`config.mk`:
```
export PLATFORM = sky130hd
export DESIGN_NAME = fljo_cell
export DESIGN_NICKNAME = d
export VERILOG_FILES = /design/src/rtl/fljo_pkg.sv /design/src/rtl/fljo_cell.sv
export SDC_FILE = /design/constraint.sdc
export NUM_CORES = 1
export LEC_CHECK = 0
export ABC_AREA = 1
export BUFFER_PORTS_ARGS = -buffer_cell sky130_fd_sc_hd__buf_2
export CAP_MARGIN = 0
export CORE_ASPECT_RATIO = 2
export CORE_MARGIN = 2
export CORE_UTILIZATION = 45
export DETAILED_ROUTE_END_ITERATION = 8
export GPL_TIMING_DRIVEN = 0
export RECOVER_POWER = 100
export SLEW_MARGIN = 20
export SYNTH_ARGS = -nofsm -noshare
export SYNTH_HDL_FRONTEND = slang
export SYNTH_SLANG_ARGS = --single-unit
```
`constraint.sdc`:
```
create_clock -name clk -period 10.9 [get_ports clk]
set_input_delay 0.545 -clock clk [delete_from_list [all_inputs] [get_ports clk]]
set_output_delay 0.545 -clock clk [all_outputs]
set_load 0.02 [all_outputs]
```
`src/rtl/fljo_pkg.sv`:
```
// Shared types, codes and a helper function for the lepton-jet overlap filter.
package fljo_pkg;

    // Item kinds carried on the mode field.
    typedef enum logic [1:0] {
        MODE_ELECTRON = 2'd0,
        MODE_MUON     = 2'd1,
        MODE_JET      = 2'd2,
        MODE_END      = 2'd3
    } mode_t;

    // Configuration register indices.
    typedef enum logic [2:0] {
        CFG_ELE_PT_MIN  = 3'd0,
        CFG_ELE_ETA_MAX = 3'd1,
        CFG_MU_PT_MIN   = 3'd2,
        CFG_MU_ETA_MAX  = 3'd3,
        CFG_ELE_RADIUS  = 3'd4,
        CFG_MU_RADIUS   = 3'd5,
        CFG_OVERLAP_EN  = 3'd6
    } cfg_index_t;

    // Angles in units of 1/4096 rad.
    localparam logic signed [16:0] PHI_PI     = 17'sd12868;
    localparam logic signed [16:0] PHI_TWO_PI = 17'sd25736;

    // One stored lepton.
    typedef struct packed {
        logic               is_muon;
        logic signed [15:0] eta;
        logic signed [14:0] phi;
    } lepton_t;

    // Jet token travelling along the cell chain, with the squared distance
    // to the lepton of the cell that produced it, still to be compared.
    typedef struct packed {
        logic               valid;
        logic signed [15:0] eta;
        logic signed [14:0] phi;
        logic               overlap;
        logic               hit_en;
        logic               muon;
        logic [32:0]        dist_sq;
    } token_t;

    // Per-cell control from the top level.
    typedef struct packed {
        logic write;
        logic active;
    } cell_ctl_t;

    // Finishes the distance test carried by a token.
    function automatic logic token_hit(token_t tok, logic [29:0] rsq_e, logic [29:0] rsq_m);
        logic [29:0] rsq;
        rsq = tok.muon ? rsq_m : rsq_e;
        return tok.hit_en && (tok.dist_sq < {3'b000, rsq});
    endfunction

endpackage

```
`src/rtl/fljo_cell.sv`:
```
// One cell of the lepton chain: holds a lepton and tests the passing jet against it.
module fljo_cell (
    input  logic                clk,
    input  logic                rst_n,
    input  fljo_pkg::cell_ctl_t ctl,
    input  fljo_pkg::lepton_t   wr_entry,
    input  logic [29:0]         rsq_e,
    input  logic [29:0]         rsq_m,
    input  fljo_pkg::token_t    tok_in,
    output fljo_pkg::token_t    tok_out
);

    fljo_pkg::lepton_t entry_reg;
    fljo_pkg::token_t  tok_reg;
    fljo_pkg::token_t  tok_next;

    logic signed [16:0] deta;
    logic signed [16:0] dphi;
    logic signed [16:0] adphi;
    logic signed [16:0] wphi;
    logic signed [33:0] deta_sq;
    logic signed [33:0] dphi_sq;
    logic [32:0]        dist_sq;

    // Differences to the stored lepton, with phi wrapped at pi.
    always_comb
    begin
        deta  = {tok_in.eta[15], tok_in.eta} - {entry_reg.eta[15], entry_reg.eta};
        dphi  = {{2{tok_in.phi[14]}}, tok_in.phi} - {{2{entry_reg.phi[14]}}, entry_reg.phi};
        adphi = dphi[16] ? -dphi : dphi;
        wphi  = (adphi > fljo_pkg::PHI_PI) ? (fljo_pkg::PHI_TWO_PI - adphi) : adphi;
    end

    // Squared distance; the next cell or the top level finishes the compare.
    always_comb
    begin
        deta_sq = deta * deta;
        dphi_sq = wphi * wphi;
        dist_sq = {1'b0, deta_sq[31:0]} + {1'b0, dphi_sq[31:0]};
    end

    // Token handed on to the neighbour, folding in the previous cell's test.
    always_comb
    begin
        tok_next         = tok_in;
        tok_next.overlap = tok_in.overlap | fljo_pkg::token_hit(tok_in, rsq_e, rsq_m);
        tok_next.hit_en  = ctl.active;
        tok_next.muon    = entry_reg.is_muon;
        tok_next.dist_sq = dist_sq;
    end

    // Stored lepton, written when this cell is the next free slot.
    always_ff @(posedge clk)
    begin
        if (ctl.write)
        begin
            entry_reg <= wr_entry;
        end
    end

    // Token register.
    always_ff @(posedge clk or negedge rst_n)
    begin
        if (!rst_n)
        begin
            tok_reg <= '0;
        end
        else
        begin
            tok_reg <= tok_next;
        end
    end

    assign tok_out = tok_reg;

endmodule

```
==> results.py <==
metrics = {
    "die": {
        "die_height_um": 346,
        "floorplan.die_area_um2": 60500,
        "floorplan.rows": 125,
        "start_util_pct": 45.3,
        "die_width_um": 175,
        "number_of_top_level_design_ports": 232,
        "design.core.area_um2": 58000,
    },
    "timing": {
        "fin_crit_sh_pct": 96.7,
        "fmax_mhz": 94.9,
        "fin_tns_setup_ps": 0,
        "setup_viols_final": 0,
        "least_margin_pin_slew_ps": 2800,
        "finalMaxSlewViolations": 77,
        "rsz0062_at_grt": "true",
        "final_period_minus_worst_setup_slack_ps": 10540,
        "final.setup_skew_ps": 26.0,
        "timing.final.hold_violations": 0,
        "slew-limit-headroom_pct": -86.4,
    },
    "flow_run": {
        "max-cap-violations": 2,
    },
    "placement": {
        "placed_cells_incl_taps": 4066,
        "gpl.final_weighted_congestion": 0.992,
        "detailedPlacementHpwl_um": 66000,
        "io_buffer_count": 230,
        "postPlaceCellArea_um2": 28500,
    },
    "drt": {
        "detail_route.drc_violations": 0,
        "avgRoutedWirePerCell_um": 18.1,
        "totalWireLength_um": 74500,
        "ant_nets": 0,
        "dr_total_vias": 20400,
        "firstDrtPassIters": 5,
        "dr.first_iter.drc_count": 868,
        "avg_vias_per_cell": 4.97,
    },
    "critical_path": {
        "crit_path_start_kind": "flop",
        "critical_path.max_stage_delay_ps": 520,
        "cp-endpoint": "tok_out[31]",
        "worst_path_slowest_cell": "sky130_fd_sc_hd__fa_1",
        "timing.reg2reg.worst_path_depth": 56,
        "critical_path_arrival_ps": 10840,
        "setup.reg_to_reg.worst_slack_ps": 360,
        "type_of_the_worst_setup_path": "reg2reg",
        "critical_path_required_ps": 11200,
        "reg2reg_from": "entry_reg[0]",
        "crit_start": "entry_reg[0]",
        "critPathMaxFanout": 10,
        "end_kind": "flop",
        "regToRegEndpoint": "tok_out[31]",
    },
    "layout": {
        "final_util_pct": 50.3,
        "layout.cells.non_filler": 4106,
        "largest_reg_flops": 68,
        "filler_cell_count": 5717,
        "syn2layout_area_growth_pct": 10.9,
        "finish.net_count": 4267,
        "finish.instance_area_um2": 29200,
        "post_route_cells_drive_above_1_share_pct": 10.7,
    },
    "run_status": {
        "outcome": "finished with violations",
        "violated_checks": "capacitance limit, slew limit",
    },
    "synth": {
        "ys_ff_latch": 100,
        "postSynthNetCount": 4007,
        "postSynthCellCount": 3073,
        "synth_enable_flop_cells": 32,
        "post_syn_area_um2": 26300,
        "yosys_warnings": 0,
        "synth.avg_cell_area_um2": 8.56,
        "synthDistinctLibCells": 54,
        "dominantRegCellSynth": "sky130_fd_sc_hd__dfrtp_1",
        "leading_post_synthesis_cells_by_cell_area": "sky130_fd_sc_hd__fa_1, sky130_fd_sc_hd__ha_1, sky130_fd_sc_hd__inv_1",
        "asyncSetResetFlopFracSynth_pct": 68.0,
        "yosysTopAreaCell": "sky130_fd_sc_hd__fa_1",
        "yosysTopAreaCellShare_pct": 39.0,
        "post_synthesis_sequential_area_ratio_pct": 10.1,
    },
    "cts": {
        "numCtsBuffers": 9,
        "cts-hold-fix-buffers": 0,
        "htree_levels": 3,
        "tritoncts": "yes",
        "clockBufferDepth": 2,
        "root_buffer": "sky130_fd_sc_hd__clkbuf_16",
        "num_clock_sinks": 100,
        "path_clk_slew_ps": 100,
        "clock_insertion_delay_worst_skew_ps": 410,
    },
    "global_routing": {
        "grtUsageTotal_pct": 25.6,
        "grt.overflow.total": 0,
        "grt_pass1_wl_um": 118000,
        "vias_in_the_first_global_route": 22400,
        "grt_max_degree": 44,
        "grt_antenna_before_repair": 5,
    },
    "hold_path": {
        "hold_depth": 1,
        "min-delay-path-class": "in2reg",
    },
}
-- Yosys cell counts (all sizes together), types with 2 or more instances --
cell	instances
clkinv	3
nand3	105
a21o	6
nand3b	3
inv	842
clkbuf	21
or2	6
xnor2	48
fa	513
xor2	86
o21ai	51
dfrtp	68
nor2	273
a21boi	9
o211ai	3
a21oi	126
o31ai	4
buf	17
nand2	500
a211oi	7
a31oi	6
edfxtp	32
o21bai	13
o2111ai	3
mux2i	30
o21a	5
o221ai	2
a221oi	2
ha	257
nor3	14
nand4	13
-- area by class of cell --
type | count | area [um^2] | area share, %
Clock inverter | 5 | 53.8 | 0.184
Clock buffer | 11 | 254 | 0.870
Sequential cell | 100 | 2660 | 9.12
Inverter | 845 | 3200 | 11.0
Tap cell | 762 | 953 | 3.27
Timing Repair Buffer | 250 | 1170 | 4.03
Multi-Input combinational cell | 2090 | 20600 | 70.7
Antenna cell | 6 | 15.0 | 0.0514
Buffer | 37 | 229 | 0.784
-- repair_timing --
action / CTS / global route
setup buffers: 2 / 17
endpoints found under the setup margin: 12 / 16
resized for setup: 38 / 72
pin swaps: 4 / 19
-- placed cells by master, fill, tap and decap left out, drive strengths merged, types with 7 or more instances in the layout --
| cell type | instances |
|---|---|
| inv | 842 |
| fa | 513 |
| nand2 | 500 |
| nor2 | 273 |
| ha | 257 |
| buf | 167 |
| clkbuf | 131 |
| a21oi | 126 |
| nand3 | 105 |
| xor2 | 86 |
| dfrtp | 68 |
| o21ai | 51 |
| xnor2 | 48 |
| edfxtp | 32 |
| mux2i | 30 |
| nor3 | 14 |
| o21bai | 13 |
| nand4 | 13 |
| a21boi | 9 |
| a211oi | 7 |
| clkinv | 7 |
-- critical path: cells and delay by family, from the launching register on --
family | cells | cell delay, ps
buffers and inverters | 11 | 910
AO/OA/AOI/OAI | 12 | 1940
adder cells (fa/ha/maj) | 11 | 4280
flip-flops | 1 | 460
AND/OR/NAND/NOR | 20 | 2420
XOR/XNOR | 2 | 390
-- metrics by stage --
stage / worst slack, ps / hold slack [ps]
final: 363 / 244
after global routing: -161 / 231
after CTS: 5.76 / 30.3
after detailed placement: -1090 / 335
after global placement: -1330 / 333
after floorplan: 1470 / 249
-- worst min-delay path by stage --
stage,slack [ps],startpoint,endpoint
4_1_cts,30,rst_n,tok_out[61]
6_report,240,tok_in[51],tok_out[51]
3_5_place_dp,340,entry_reg[31],tok_out[33]
3_3_place_gp,330,entry_reg[31],tok_out[33]
2_1_floorplan,250,rst_n,tok_out[0]
5_1_grt,230,tok_in[51],tok_out[51]
-- cells by family (layout without fill, tap and decap cells) --
group / count (synthesis) / in the layout / synth area share, %
compound gates: 238 / 238 / 5.21
xor+xnor: 135 / 135 / 4.60
fa+ha+maj: 770 / 770 / 51.3
buf+inv: 883 / 1148 / 12.8
flops: 100 / 100 / 10.1
mux: 30 / 30 / 1.14
other cells: 0 / 6 / 0
simple gates: 917 / 917 / 14.8
-- routing by layer --
layer / GRT usage, % / vias to the layer above / share of wire (%)
met5: 0 / - / 0
met4: 15.9 / 0 / 6.7
met3: 1.72 / 191 / 2.5
met2: 51.2 / 483 / 58
met1: 24.8 / 10100 / 33
li1: - / 9667 / -
Power is left out: the tool's default activity adds up to more than one toggle a clock period on the data nets, which glitch-free logic cannot reach.
